==> config.mk <==
export PLATFORM = sky130hd
export DESIGN_NAME = tcc_fifo
export DESIGN_NICKNAME = d
export VERILOG_FILES = /design/src/sv/tcc_pkg.sv /design/src/sv/tcc_fifo.sv
export SDC_FILE = /design/constraint.sdc
export NUM_CORES = 1
export LEC_CHECK = 0
export BUFFER_PORTS_ARGS = -buffer_cell sky130_fd_sc_hd__buf_2
export CAP_MARGIN = 0
export CORE_AREA = 5 5 185 187
export CTS_BUF_LIST = sky130_fd_sc_hd__clkbuf_4 sky130_fd_sc_hd__clkbuf_8
export DETAILED_ROUTE_END_ITERATION = 16
export DIE_AREA = 0 0 190 192
export PLACE_DENSITY = 0.54
export RECOVER_POWER = 25
export SKIP_LAST_GASP = 1
export SLEW_MARGIN = 20
export SYNTH_ARGS = -nofsm -noshare
export SYNTH_HDL_FRONTEND = slang
export SYNTH_SLANG_ARGS = --single-unit
export TNS_END_PERCENT = 10
==> constraint.sdc <==
create_clock -name clk_i -period 13.1 [get_ports clk_i]
set_input_delay 0.655 -clock clk_i [delete_from_list [all_inputs] [get_ports clk_i]]
set_output_delay 0.655 -clock clk_i [all_outputs]
set_load 0.01 [all_outputs]
==> src/sv/tcc_pkg.sv <==
// Shared types and constants for the time/cycle converter.
`default_nettype none
package tcc_pkg;

  localparam int unsigned ValW  = 64;
  localparam int unsigned FacW  = 32;
  localparam int unsigned ProdW = ValW + FacW;

  localparam logic [FacW-1:0] NS_PER_SEC = 32'd1000000000;
  localparam logic [FacW-1:0] US_PER_SEC = 32'd1000000;
  localparam logic [FacW-1:0] FREQ_RESET = 32'd62500000;

  typedef enum logic [1:0] {
    CMD_NS_TO_CYC = 2'd0,
    CMD_US_TO_CYC = 2'd1,
    CMD_CYC_TO_NS = 2'd2,
    CMD_CYC_TO_US = 2'd3
  } tcc_cmd_e;

  typedef enum logic [1:0] {
    DIV_IDLE = 2'd0,
    DIV_RUN  = 2'd1,
    DIV_HOLD = 2'd2
  } tcc_div_state_e;

  // One queued conversion: full product, divisor and saturation mark.
  typedef struct packed {
    logic [ProdW-1:0] prod;
    logic [FacW-1:0]  divisor;
    logic             sat;
  } tcc_job_t;

endpackage
`default_nettype wire

==> src/sv/tcc_fifo.sv <==
// Job queue between the product front end and the divider.
`default_nettype none
module tcc_fifo #(
  parameter int unsigned Depth = 2
) (
  input  wire                clk_i,
  input  wire                rst_ni,
  input  wire                push_i,
  input  tcc_pkg::tcc_job_t  push_job_i,
  output logic               full_o,
  input  wire                pop_i,
  output tcc_pkg::tcc_job_t  pop_job_o,
  output logic               empty_o
);
  import tcc_pkg::*;

  localparam int unsigned AddrW = (Depth > 1) ? $clog2(Depth) : 1;
  localparam int unsigned CntW  = $clog2(Depth + 1);
  localparam logic [AddrW-1:0] LastAddr = AddrW'(Depth - 1);
  localparam logic [CntW-1:0]  FullCnt  = CntW'(Depth);

  tcc_job_t         mem_q [Depth];
  logic [AddrW-1:0] wr_ptr_q, rd_ptr_q;
  logic [CntW-1:0]  cnt_q;

  assign full_o    = (cnt_q == FullCnt);
  assign empty_o   = (cnt_q == '0);
  assign pop_job_o = mem_q[rd_ptr_q];

  always_ff @(posedge clk_i) begin
    if (push_i) begin
      mem_q[wr_ptr_q] <= push_job_i;
    end
  end

  always_ff @(posedge clk_i or negedge rst_ni) begin
    if (!rst_ni) begin
      wr_ptr_q <= '0;
      rd_ptr_q <= '0;
      cnt_q    <= '0;
    end else begin
      if (push_i) begin
        wr_ptr_q <= (wr_ptr_q == LastAddr) ? '0 : wr_ptr_q + 1'b1;
      end
      if (pop_i) begin
        rd_ptr_q <= (rd_ptr_q == LastAddr) ? '0 : rd_ptr_q + 1'b1;
      end
      if (push_i && !pop_i) begin
        cnt_q <= cnt_q + 1'b1;
      end else if (pop_i && !push_i) begin
        cnt_q <= cnt_q - 1'b1;
      end
    end
  end

endmodule
`default_nettype wire

# Word level (Yosys, flattened, before mapping)
# Memory sizes are Yosys's and may differ from the RTL's.
# Cells that the tools add are included.
# Widths: inputs -> output; s select.
dict set report word_totals {
  register_bits 4
  latchBits 0
  ram_bits 258
  rom_bits 0
  in_bits 133
  out_inout_bits 131
  memories 1
}
# name depth word_bits rd rd_clocked_by_memory_dff wr line
set memory_table {}
lappend memory_table {mem_q 2 129 1 0 1 tcc_fifo.sv:22} ;# tcc_job_t mem_q [Depth];
dict set report classes {
  addsub 4
  n_mul 0
  div 0
  magnitude_cmp 0
  n_eq_ne 1
  shift 0
  mux 6
  n_bitwise 0
  reduce_logical 6
}
# cell n
set ops {}
lappend ops {{$mux 1} 4}
lappend ops {{$mux 2} 2}
lappend ops {{$add 1x1->1 const B} 2}
lappend ops {{$add 2x1->2 const B} 1}
lappend ops {{$eq 2x2->1 const B} 1}
lappend ops {{$logic_and 1x1->1} 2}
lappend ops {{$logic_not 1->1} 2}
lappend ops {{$logic_not 2->1} 1}
lappend ops {{$reduce_bool 2->1} 1}
lappend ops {{$sub 2x1->2 const B} 1}

# Logic depth before layout (Yosys ltp)
dict set report depth {
  depth_word 4
  depth_mapped 5
  ltp_nobuf 5
}

# Least setup slack after synthesis
# OpenSTA, ideal clock, no wires.
dict set report synth_timing {
  path_type {input to register}
  from {input port push_i}
  to {memory mem_q[0][0] (netlist bit) (enable)}
  setup_ps 634
  t_arrival_ps 6246
  required_ps 12466
  slack_ps 6220
  path_stages 1
  cell_sequence {nor2b_1}
}
dict set report synth_via {
  elab_chain_cells 2
}
# item line
set synth_lines {}
lappend synth_lines {{start, declared} tcc_fifo.sv:8} ;# input wire push_i,
lappend synth_lines {{$mux 1} tcc_fifo.sv:31} ;# if (push_i) begin
lappend synth_lines {{$mux 1 (implied by the code)} tcc_fifo.sv:32} ;# mem_q[wr_ptr_q] <= push_job_i;
lappend synth_lines {{end, declared} tcc_fifo.sv:22}
# No other way between the ends.

==> metrics.md <==
| Metric | Value |
|---|---|
| Layout area overhead | `27.7%` |
| Worst Hold Class | `primary input to flop` |
| Largest net degree at the start of global routing | `68` |
| Most common cell after layout, fill and taps aside | `edfxtp_1` |
| Clk buf depth | `3` |
| DP HPWL | `roughly 13,000 um` |
| Clock sinks | `approximately 260` |
| Cell variety after synth | `13` |
| Final worst path period share | `29.0%` |
| Global-route wire length before repair | `between 20,000 and 30,000 um` |
| Top-level I/O count | `roughly 260` |
| CTS buffer count | `45` |
| CP arrival | `around 3100 ps` |
| Status | `completed` |
| Cells after synthesis | `about 420` |
| Initial Util | `29.5%` |
| Setup CP Type | `flop to primary output` |
| Share of post-route cells with drive strength above 1 | `58.4%` |
| Crit start category | `flop` |
| Slew Viols, Final | `0` |
| DR vias | `~5,000` |
| Worst Skew | `just over 10 ps` |
| Slew headroom | `35.4%` |
| Drt via density | `4.14` |
| Gpl congestion | `~0.67` |
| CTS resizes | `0` |
| Drt first pass iters | `4` |
| Unrepaired setup endpoints after global routing | `false` |
| Final ANT Viol Nets | `0` |
| Commonest cells after routing, fill and taps aside | `edfxtp_1, buf_2, mux2_2` |
| Final min period | `3800 ps` |
| Sequential share of the synthesized area | `between 80% and 90%` |
| Initial DRC Count | `approximately 170` |
| Final hold violation count | `0` |
| Wirelength per Cell | `around 17 um` |
| Core area | `32,300 um2` |
| F_max | `263 MHz` |
| I/O Buffers | `between 200 and 300` |
| Skew-Pair Late Insertion Delay | `around 530 ps` |
| Total gr overflow | `0` |
| Die ar. | `roughly 36,000 um2` |
| Worst IR drop on VDD | `0.0897 mV` |
| FF-to-FF setup slack | `around 10,000 ps` |
| Fill cell count | `between 3,000 and 4,000` |
| Syn_area_per_cell | `between 20 and 25 um2` |
| Crit. End Element | `primary output` |
| Die H | `~190 um` |
| Mapped Nets | `551` |
| Final std cells w/o fill | `roughly 1,200` |
| Global Route Usage Sum | `roughly a tenth` |
| Placed cells | `1,113` |
| CP max FO | `67` |
| Clock transition at the registers of the reported paths | `about 60 ps` |
| Setup TNS | `0 ps` |
| DRC Markers | `0` |
| #FFs+latches synth | `approximately 260` |
| Synth warn | `0` |
| Number of global-route vias before repair | `approximately 5,200` |
| Mapped Area | `approximately 9500 um2` |
| Rows | `66` |
| Htree depth | `2` |
| CTS tree | `built` |
| Leakage | `0.00447 uW` |
| MaxCap Viol Count | `0` |
| Slew @ Worst Pin | `between 900 and 1000 ps` |
| Power Dens Cells | `approximately 210 nW/um2` |
| Final net count | `853` |
| # setup viols final | `0` |
| Drt total wl | `around 20,000 um` |
| Initial antenna violation count | `1` |
| Die X | `about 190 um` |
| Crit path required time | `12,440 ps` |
| CTS root buffer | `clkbuf_8` |
through the flow:
stage	worst slack (ps)	cell area, um2	util [%]	total power (uW)	hold WS (ps)
2_1_floorplan	6220	9520	-	1660	359
3_3_place_gp	9580	11300	35.0	1910	468
3_5_place_dp	9540	11300	35.0	1920	471
4_1_cts	9200	12200	37.8	2650	235
5_1_grt	9110	12200	37.6	2730	240
6_report	9300	12200	37.6	2590	306
Yosys cell counts:
cell | number | share of area, %
buf_4 | 1 | 0.079
and2_1 | 1 | 0.066
buf_6 | 10 | 1.2
ha_1 | 1 | 0.13
edfxtp_1 | 258 | 81
buf_2 | 3 | 0.16
nor2b_1 | 2 | 0.13
nor2_1 | 2 | 0.079
inv_1 | 1 | 0.039
dfrtp_1 | 4 | 1.1
xnor2_1 | 1 | 0.092
xor2_1 | 4 | 0.37
mux2_2 | 129 | 15
cells by family after synthesis:
kind of cell  synth area share (%)
fa+ha+maj                    0.131
mux                           15.3
xor+xnor                     0.460
buf+inv                       1.46
flops                         82.4
simple gates                 0.276
path summary, 6_finish.rpt:
path	start	end	depth (start not counted)
worst max-delay path	rd_ptr_q	pop_job_o[101]	3
worst min-delay path	push_job_i[86]	mem_q[1][86]	1
worst max register to register	wr_ptr_q	mem_q[0][124]	3
worst min register to register	cnt_q[1]	cnt_q[1]	1
max in group asynchronous	rst_ni	rd_ptr_q	2
min in group asynchronous	rst_ni	wr_ptr_q	2
cell type report:
class	count	area, um2	share of cell area (%)
Multi-Input combinational cell	140	1550	12.7
Antenna cell	1	2.50	0.0206
Clock inverter	18	105	0.865
Timing Repair Buffer	269	1330	10.9
Tap cell	442	553	4.55
Sequential cell	262	7850	64.6
Inverter	1	3.75	0.0309
Clock buffer	63	767	6.31
worst max-delay path, cell delays in order, from the launching register on:
cell and delay [ps]:
dfrtp_4 1010, buf_4 870, mux2_2 420, buf_2 150
flip-flops by register name, indices dropped and copies added (netlist names):
register	flops
cnt_q	2
mem_q	258
rd_ptr_q	1
wr_ptr_q	1
report_power, final:
group          switching [uW]  internal, uW  leakage, uW
registers                72.9          1110      0.00247
logic                     370           318      0.00154
clock network             315           396     0.000457
routing by layer:
metal	vias to the layer above	global-route usage, %	routed length, um
li1	2276	-	-
met1	2428	12.9	8480
met2	196	16.7	9300
met3	48	4.83	2100
met4	2	3.59	541
met5	-	0	20
repair_timing:
action	4_1_cts	5_1_grt
hold endpoints to repair	4	0
setup buffers	0	0
hold buffers	1	0
No activity file was read; power rests on OpenSTA's default activity.
