$ cat config.mk
export PLATFORM = sky130hd
export DESIGN_NAME = tcc_div
export DESIGN_NICKNAME = d
export VERILOG_FILES = /design/src/sv/tcc_pkg.sv /design/src/sv/tcc_div.sv
export SDC_FILE = /design/constraint.sdc
export NUM_CORES = 1
export LEC_CHECK = 0
export ABC_AREA = 1
export BUFFER_PORTS_ARGS = -buffer_cell sky130_fd_sc_hd__buf_2
export CAP_MARGIN = 25
export CORE_AREA = 2 2 152 154
export DETAILED_ROUTE_END_ITERATION = 10
export DIE_AREA = 0 0 154 156
export GPL_TIMING_DRIVEN = 0
export PLACE_DENSITY = 0.77
export SETUP_SLACK_MARGIN = 0.05
export SKIP_CTS_REPAIR_TIMING = 1
export SLEW_MARGIN = 20
export SYNTH_ARGS = -nofsm -noshare
export SYNTH_HDL_FRONTEND = slang
export SYNTH_SLANG_ARGS = --single-unit
$ cat constraint.sdc
create_clock -name clk_i -period 17.9 [get_ports clk_i]
set_input_delay 1.79 -clock clk_i [delete_from_list [all_inputs] [get_ports clk_i]]
set_output_delay 1.79 -clock clk_i [all_outputs]
set_load 0.1 [all_outputs]
$ cat src/sv/tcc_pkg.sv
// Shared types and constants for the time/cycle converter.
`default_nettype none
package tcc_pkg;

  localparam int unsigned ValW  = 64;
  localparam int unsigned FacW  = 32;
  localparam int unsigned ProdW = ValW + FacW;

  localparam logic [FacW-1:0] NS_PER_SEC = 32'd1000000000;
  localparam logic [FacW-1:0] US_PER_SEC = 32'd1000000;
  localparam logic [FacW-1:0] FREQ_RESET = 32'd62500000;

  typedef enum logic [1:0] {
    CMD_NS_TO_CYC = 2'd0,
    CMD_US_TO_CYC = 2'd1,
    CMD_CYC_TO_NS = 2'd2,
    CMD_CYC_TO_US = 2'd3
  } tcc_cmd_e;

  typedef enum logic [1:0] {
    DIV_IDLE = 2'd0,
    DIV_RUN  = 2'd1,
    DIV_HOLD = 2'd2
  } tcc_div_state_e;

  // One queued conversion: full product, divisor and saturation mark.
  typedef struct packed {
    logic [ProdW-1:0] prod;
    logic [FacW-1:0]  divisor;
    logic             sat;
  } tcc_job_t;

endpackage
`default_nettype wire

$ cat src/sv/tcc_div.sv
// Back end: radix-2 restoring divider for 96/32 and the output register.
`default_nettype none
module tcc_div (
  input  wire                        clk_i,
  input  wire                        rst_ni,
  input  wire                        empty_i,
  input  tcc_pkg::tcc_job_t          job_i,
  output logic                       pop_o,
  output logic                       out_valid_o,
  input  wire                        out_stall_i,
  output logic [tcc_pkg::ValW-1:0]   result_o,
  output logic                       overflow_o
);
  import tcc_pkg::*;

  localparam int unsigned CntW = $clog2(ProdW);
  localparam logic [CntW-1:0] StepLast = CntW'(ProdW - 1);

  tcc_div_state_e   state_q, state_d;
  logic [CntW-1:0]  cnt_q, cnt_d;
  logic [ProdW-1:0] quo_q, quo_d;
  logic [FacW-1:0]  rem_q, rem_d;
  logic [FacW-1:0]  div_q, div_d;

  logic             out_valid_q, out_valid_d;
  logic [ValW-1:0]  result_q, result_d;
  logic             ovf_q, ovf_d;

  logic [FacW:0]    trial;
  logic [FacW:0]    diff;
  logic             ge;
  logic             out_free;

  assign trial    = {rem_q, quo_q[ProdW-1]};
  assign diff     = trial - {1'b0, div_q};
  assign ge       = (trial >= {1'b0, div_q});
  assign out_free = !out_valid_q || !out_stall_i;

  always_comb begin
    state_d     = state_q;
    cnt_d       = cnt_q;
    quo_d       = quo_q;
    rem_d       = rem_q;
    div_d       = div_q;
    out_valid_d = out_valid_q;
    result_d    = result_q;
    ovf_d       = ovf_q;
    pop_o       = 1'b0;

    if (out_valid_q && !out_stall_i) begin
      out_valid_d = 1'b0;
    end

    unique case (state_q)
      DIV_IDLE: begin
        if (!empty_i) begin
          pop_o = 1'b1;
          div_d = job_i.divisor;
          rem_d = '0;
          cnt_d = '0;
          // Saturate a zero-divisor job: all-ones quotient flags overflow too.
          if (job_i.sat) begin
            quo_d   = '1;
            state_d = DIV_HOLD;
          end else begin
            quo_d   = job_i.prod;
            state_d = DIV_RUN;
          end
        end
      end
      DIV_RUN: begin
        rem_d = ge ? diff[FacW-1:0] : trial[FacW-1:0];
        quo_d = {quo_q[ProdW-2:0], ge};
        cnt_d = cnt_q + 1'b1;
        if (cnt_q == StepLast) begin
          state_d = DIV_HOLD;
        end
      end
      DIV_HOLD: begin
        if (out_free) begin
          out_valid_d = 1'b1;
          result_d    = quo_q[ValW-1:0];
          ovf_d       = |quo_q[ProdW-1:ValW];
          state_d     = DIV_IDLE;
        end
      end
      default: begin
        state_d = DIV_IDLE;
      end
    endcase
  end

  always_ff @(posedge clk_i or negedge rst_ni) begin
    if (!rst_ni) begin
      state_q     <= DIV_IDLE;
      cnt_q       <= '0;
      out_valid_q <= 1'b0;
    end else begin
      state_q     <= state_d;
      cnt_q       <= cnt_d;
      out_valid_q <= out_valid_d;
    end
  end

  always_ff @(posedge clk_i) begin
    quo_q    <= quo_d;
    rem_q    <= rem_d;
    div_q    <= div_d;
    result_q <= result_d;
    ovf_q    <= ovf_d;
  end

  assign out_valid_o = out_valid_q;
  assign result_o    = result_q;
  assign overflow_o  = ovf_q;

endmodule
`default_nettype wire

[Word-level counts from Yosys, hierarchy flattened]
Cells that the tools add are included.
Storage, ports and cells
  register bits after elaboration: 235
  logic and storage cells: 47
Operators by class
  bitwise operators: 1
  multiplexer cells: 18
  $lt $le $gt $ge: 1
  equal/unequal tests: 6
  add/sub/neg operators: 2
  reduce and logical (&&, ||, !) cells: 11
Operators with widths (count)
  $mux W96: 2
  $pmux W96 S2: 1
  $mux W32: 2
  $pmux W32 S2: 1
  $ge A33 B32 Y1: 1
  $reduce_or A32 Y1: 1
  $sub A32 B32 Y32: 1
  $pmux W7 S2: 1
  $mux W2: 4
  $add A7 B1 Y7 const B: 1
  $eq A7 B7 Y1 const B: 1
  $mux W7: 1
  $ne A2 B2 Y1 const B: 3
  $pmux W2 S3: 1
  $reduce_and A2 Y1: 3
  $mux W1: 5
  $reduce_and A3 Y1: 1
  $eq A2 B1 Y1 const B: 1
  $eq A2 B2 Y1 const B: 1
  $logic_not A1 Y1: 2
  $logic_not A2 Y1: 1
  $reduce_bool A2 Y1: 1
  $logic_and A1 B1 Y1: 1
  $logic_or A1 B1 Y1: 1
  $not A1 Y1: 1

[Logic depth before layout (Yosys ltp)]
Gate-level depths: netlist of run 1.
  depth in word-level cells: 5
  gate-level depth with buffers: 17

[Worst setup path before layout of run 1]
OpenSTA, ideal clock, no wires.
  kind: input to register
  from: input empty_i
  to: register cnt_q[1]
  buffers on the path: 0
  path slack: 9.522 ns
  data arrival time: 8.252 ns
  cell stages on the path: 5
  cells stage by stage: inv_1 > nor2_1 > nor2_1 > inv_1 > a22o_1
Between the ends
  longest elaborated chain between the ends: 2
RTL lines
  from (decl): RTL line tcc_div.sv:6  | input wire empty_i,
  $ne A2 B2 Y1 (no line)
  $reduce_and A2 Y1 (no line)
  to (signal assigned): RTL line tcc_div.sv:100  | cnt_q <= cnt_d;
  to (decl): RTL line tcc_div.sv:20  | logic [CntW-1:0] cnt_q, cnt_d;
No other way between the ends.
A chain may end at the register's enable or synchronous reset.

[Worst setup path in the final report of run 1]
  from: input empty_i
  to: output pop_o
Between the ends
  longest elaborated chain between the ends: 2
RTL lines
  $mux W1: RTL line tcc_div.sv:56  | if (!empty_i) begin
  $mux W1: RTL line tcc_div.sv:54  | unique case (state_q)
  to (decl): RTL line tcc_div.sv:8  | output logic pop_o,
No other way between the ends.

==> results of run 1 <==
-- power groups by stage --
stage | combinational (mW) | sequential (mW) | clock (mW)
finish | 0.644 | 0.799 | 0.543
global route | 0.737 | 0.810 | 0.572
CTS | 0.641 | 0.797 | 0.552
detailed placement | 0.634 | 0.806 | 0
global placement | 0.619 | 0.799 | 0
floorplan | 0.487 | 0.787 | 0
-- sequential cells by signal, indices dropped and copies added, names as in the netlist --
name         count
rem_q           32
state_q          2
cnt_q            7
div_q           32
quo_q           96
overflow_o       1
out_valid_o      1
result_o        64
-- stage by stage --
| stage | hold slack, ps | util (%) | total power, mW | setup WS, ps | std cells |
|---|---|---|---|---|---|
| floorplan | 426.8 | - | 1.275 | 9522 | 1357 |
| global placement | 429.8 | 60.19 | 1.418 | 6298 | 1840 |
| detailed placement | 431.8 | 61.50 | 1.440 | 13160 | 1850 |
| CTS | 445.9 | 65.35 | 1.990 | 13140 | 1895 |
| global route | 458.3 | 65.36 | 2.118 | 13110 | 1896 |
| finish | 447.1 | 65.36 | 1.986 | 13170 | 1896 |
-- cells in the mapped netlist (all sizes together) --
master,number,area (sq um)
nor3,3,26.28
a22o,1,8.760
o22ai,2,12.51
o21bai,1,7.510
o32ai,1,8.760
dfrtp,10,250.2
nand2,407,1561
xnor2,1,8.760
o31ai,1,7.510
a21oi,23,115.1
xor2,16,140.1
nand3,33,170.2
buf,17,97.59
fa,1,20.02
and3,1,6.260
or2,2,12.51
and2,9,56.30
edfxtp,225,6756
a22oi,1,7.510
nor4,9,56.30
nand3b,23,172.7
inv,182,685.7
nand4,7,43.79
clkbuf,27,101.4
nor2,222,872.1
o21ai,99,495.5
ha,33,412.9
-- cell families after synthesis --
kind of cell | count (synthesis) | synth area share, %
buf+inv | 226 | 7.302
fa+ha+maj | 34 | 3.574
flops | 235 | 57.84
compound gates | 129 | 5.474
simple gates | 716 | 24.58
xor+xnor | 17 | 1.229
-- routing by layer --
metal	part of all wire, %	wire length (um)	track usage [%]
met1	40	12120	29.99
met2	49	14710	44.01
met3	8.0	2401	6.972
met4	2.7	827	7.922
met5	0.17	51	0
-- path summary, 6_finish.rpt --
kind	endpoint	depth (start not counted)	slack, ps
min in group asynchronous	cnt_q[3]$_DFFE_PN0P_	1	1110
setup reg to reg	rem_q[29]$_SDFFCE_PN0P_	13	15360
hold reg to reg	result_o[12]$_DFFE_PP_	0	450
hold / removal	result_o[12]$_DFFE_PP_	0	450
setup / recovery	pop_o	3	13170
max in group asynchronous	state_q[0]$_DFFE_PN0P_	1	16580
-- layout make-up --
class	count	area, sq um	share of cell area, %
Antenna cell	1	2.502	0.01712
Buffer	44	198.9	1.361
Clock buffer	36	686.9	4.699
Clock inverter	9	172.7	1.181
Inverter	182	685.7	4.691
Multi-Input combinational cell	896	4249	29.07
Sequential cell	235	7007	47.93
Tap cell	285	356.6	2.439
Timing Repair Buffer	208	1259	8.611
==> out/qor.yml, run 1 <==
path_buf_inv: 2
period_share_pct: 26.42
core_area_sq_um: 22370
fin_nets: 1759
cp_top_family: "buffers and inverters"
rows: 55
critPathCaptureType: "output port"
seqPwrFrac_pct: 40.2
clk_latency_ps: 530
hold_class: "register to register"
portBuffers: 198
fillers: 1839
grt_usage_pct: 25.04
p_per_area_nw_per_um2: 135.9
hold_viol: 0
status: "finished, final reports clean"
syn_inst: 1357
h-tree-depth: 1
slew_viol_final: 0
dieHeight_um: 156
pin_count: 200
vias: 9747
die_w_um: 154
fin_area_sq_um: 14620
antenna_left: 0
fin_skew_ps: 18.17
viasPerCell: 5.141
drive_above_1_share_pct: 17.39
critPathMostFrequentCell: "buf_2"
finalWirelength_um: 30110
dp_hpwl_um: 22510
maxCapViolCount: 0
slowest_delay_ps: 540
crit_path_start: "empty_i"
setup_viol: 0
final_common_cell: "nand2_1"
required_ps: 16110
grt_pass1_wl_um: 48000
initial_utilization_pct: 54.17
syn-num-nets: 1524
syn_area_sq_um: 12110
rsz0062_at_grt: "false"
syn_avg_cell_area_sq_um: 8.927
fp.dieArea_sq_um: 24020
cts_tree: "yes"
clock_sinks: 235
cp_max_fo: 16
grt_remaining_overflow: 0
mostFrequentLayoutCells: "nand2_1, edfxtp_1, nor2_1"
r2r_start: "rem_q[20]$_SDFFCE_PN0P_"
maxSlewHeadroom_pct: 48.57
cts_root_buf: "clkbuf_16"
min_period_ps: 4729
clock.fmax_mhz: 211.4
finalSetupTns_ps: 0
crit_path_cell_trace: "buf_2, nor2_4, buf_2"
clockPowerShare_pct: 27.3
crit_type: "input pin to output port"
ys_seq_elements: 235
swShare_pct: 33.41
leakagePower_nw: 7.070
grt_max_degree: 26
cts_buffers: 25
dr.pass1.iters: 5
drc_errors: 0
p_switching_mw: 0.6635
antenna_found_initial: 6
place.gp.congestion: 0.9608
worstSetupStartpointType: "input pin"
wl_per_cell_um: 15.88
drt_iter0_markers: 689
clk_pin_slew_ps: 60
internal_power_mw: 1.322
yosys_warnings: 0
combinationalPowerShare_pct: 32.4
tightestPinTransition_ps: 769.7
ys_seq_area_share_pct: 57.84
synthToLayoutAreaGrowth_pct: 20.67
worstHoldStart: "quo_q[12]$_DFFE_PP_"
slowest_stage: "buf_2"
worstPathArrival_ps: 2940
cts_buffer_depth: 3
grt_pass1_vias: 9640
dpl-instance-area_sq_um: 13760
synth_cell_type_count: 40
irDropWorstVdd_uv: 95.70
(Power assumes the default switching activity.)
==> inputs of run 2 (changes only) <==
CORE_AREA = 2 2 156 158   (was 2 2 152 154)
DIE_AREA = 0 0 158 160   (was 0 0 154 156)
clock period = 4.1 ns   (was 17.9 ns; I/O delays follow)
==> run 2 against run 1 <==
Effect of this change:
- non-clock buffer count unchanged
- critical endpoint unchanged
- clock power grew to 4.3 times the previous value
- utilization shrank 3.9 points
- largest cell class unchanged
- sequential power increased to 4.4 times the previous value
- register-to-register slack lost 14000 ps
- clock-buffer cell count fell by 3
- wire length grew 0.21%
==> out/qor.yml, run 2 (synthesized netlist as in run 1, its figures left out) <==
clockPowerShare_pct: 26.9
grt_usage_pct: 23.98
finalWirelength_um: 30170
viasPerCell: 4.961
irDropWorstVdd_uv: 496.4
critPathCaptureType: "output port"
crit_type: "register to output port"
crit_path_cell_trace: "nor2_1, inv_1, nor2_4, buf_16, buf_2"
required_ps: 3690
place.gp.congestion: 0.9375
die_w_um: 158
worstPathArrival_ps: 2300
pin_count: 200
grt_remaining_overflow: 0
cp_max_fo: 20
core_area_sq_um: 23820
cts_tree: "yes"
clock.fmax_mhz: 369.6
regMostFlops: "quo_q"
slowest_stage: "buf_2"
period_share_pct: 65.99
fp.dieArea_sq_um: 25280
vias: 9655
grt_pass1_wl_um: 47880
cts_buffer_depth: 3
cts_buffers: 26
instances_no_fill: 1946
dp_hpwl_um: 22750
combinationalPowerShare_pct: 32.7
clk_latency_ps: 550
largest_reg_flops: 96
h-tree-depth: 1
drt_iter0_markers: 662
min_period_ps: 2706
swShare_pct: 34.66
slowest_delay_ps: 440
dieHeight_um: 160
status: "finished, final reports clean"
tightestPinTransition_ps: 716.7
grt_max_degree: 28
mostFrequentLayoutCells: "nand2_1, edfxtp_1, nor2_1"
hold_viol: 0
setup_slack_ps: 1394
cts_root_buf: "clkbuf_16"
drive_above_1_share_pct: 17.67
rows: 57
antenna_found_initial: 14
p_per_area_nw_per_um2: 589.7
internal_power_mw: 5.643
hold_class: "input pin to register"
seqPwrFrac_pct: 40.4
slew_viol_final: 0
fin_nets: 1760
maxCapViolCount: 0
dr.pass1.iters: 6
finalSetupTns_ps: 0
setup_viol: 0
final_common_cell: "nand2_1"
clk_pin_slew_ps: 60
synthToLayoutAreaGrowth_pct: 20.88
maxSlewHeadroom_pct: 52.10
p_switching_mw: 2.993
fin_skew_ps: 9.196
hold-worst-slack_ps: 35.78
place_inst: 1888
antenna_left: 0
post-place-ws_ps: 1663
rsz0062_at_grt: "false"
grt_pass1_vias: 9579
finalPower_mw: 8.636
clock_sinks: 235
leakagePower_nw: 7.041
wl_per_cell_um: 15.50
worstSetupStartpointType: "register"
initial_utilization_pct: 50.86
drc_errors: 0
portBuffers: 198
run 2: cell types whose count changed in the layout (fill, tap and decap cells not counted), moves of 2 or more:
cell        delta
buf_12         +2
buf_16         -4
bufinv_16      -3
clkbuf_1       -4
clkinv_2       +2
clkinvlp_4     +4
diode_2        +8
run 2: layer usage:
| layer | global-route usage [%] | wire [um] |
|---|---|---|
| met5 | 0 | 74 |
| met1 | 30.00 | 12310 |
| met3 | 6.730 | 2216 |
| met4 | 7.781 | 899 |
| met2 | 40.22 | 14670 |
run 2: final timing paths:
kind,start,end,slack [ps],cells after the start
setup / recovery,state_q[1]$_DFFE_PN0P_,pop_o,1390,5
hold / removal,job_i[23],div_q[22]$_DFFE_PP_,40,1
setup reg to reg,rem_q[20]$_SDFFCE_PN0P_,rem_q[29]$_SDFFCE_PN0P_,1600,13
hold reg to reg,quo_q[17]$_DFFE_PP_,result_o[17]$_DFFE_PP_,450,0
max in group asynchronous,rst_ni,cnt_q[1]$_DFFE_PN0P_,3600,2
min in group asynchronous,rst_ni,state_q[0]$_DFFE_PN0P_,280,2
run 2: power by group through the flow:
stage	registers (mW)	clock network (mW)	logic (mW)
after floorplan	3.44	0	2.13
after global placement	3.49	0	2.73
after detailed placement	3.52	0	2.80
after CTS	3.48	2.37	2.82
after global routing	3.53	2.45	3.26
final	3.49	2.32	2.83
run 2: per-stage QoR:
stage	utilization, %	instance area [sq um]
CTS	61.34	14610
global placement	56.77	13520
global route	61.45	14640
floorplan	-	12130
detailed placement	57.72	13750
finish	61.48	14640
run 2: worst max-delay path: cells and delay by family (launching register included):
| family | cells | cell delay [ps] |
|---|---|---|
| buf+inv | 3 | 760 |
| flops | 1 | 430 |
| simple gates | 2 | 540 |
run 2: layout make-up:
cell class                      instances  area [sq um]
Buffer                                 44         198.9
Antenna cell                            9         22.52
Clock inverter                         15         165.2
Multi-Input combinational cell        896          4249
Timing Repair Buffer                  208          1214
Sequential cell                       235          7007
Inverter                              182         685.7
Clock buffer                           33         696.9
Fill cell                            2050          9176
Tap cell                              324         405.4
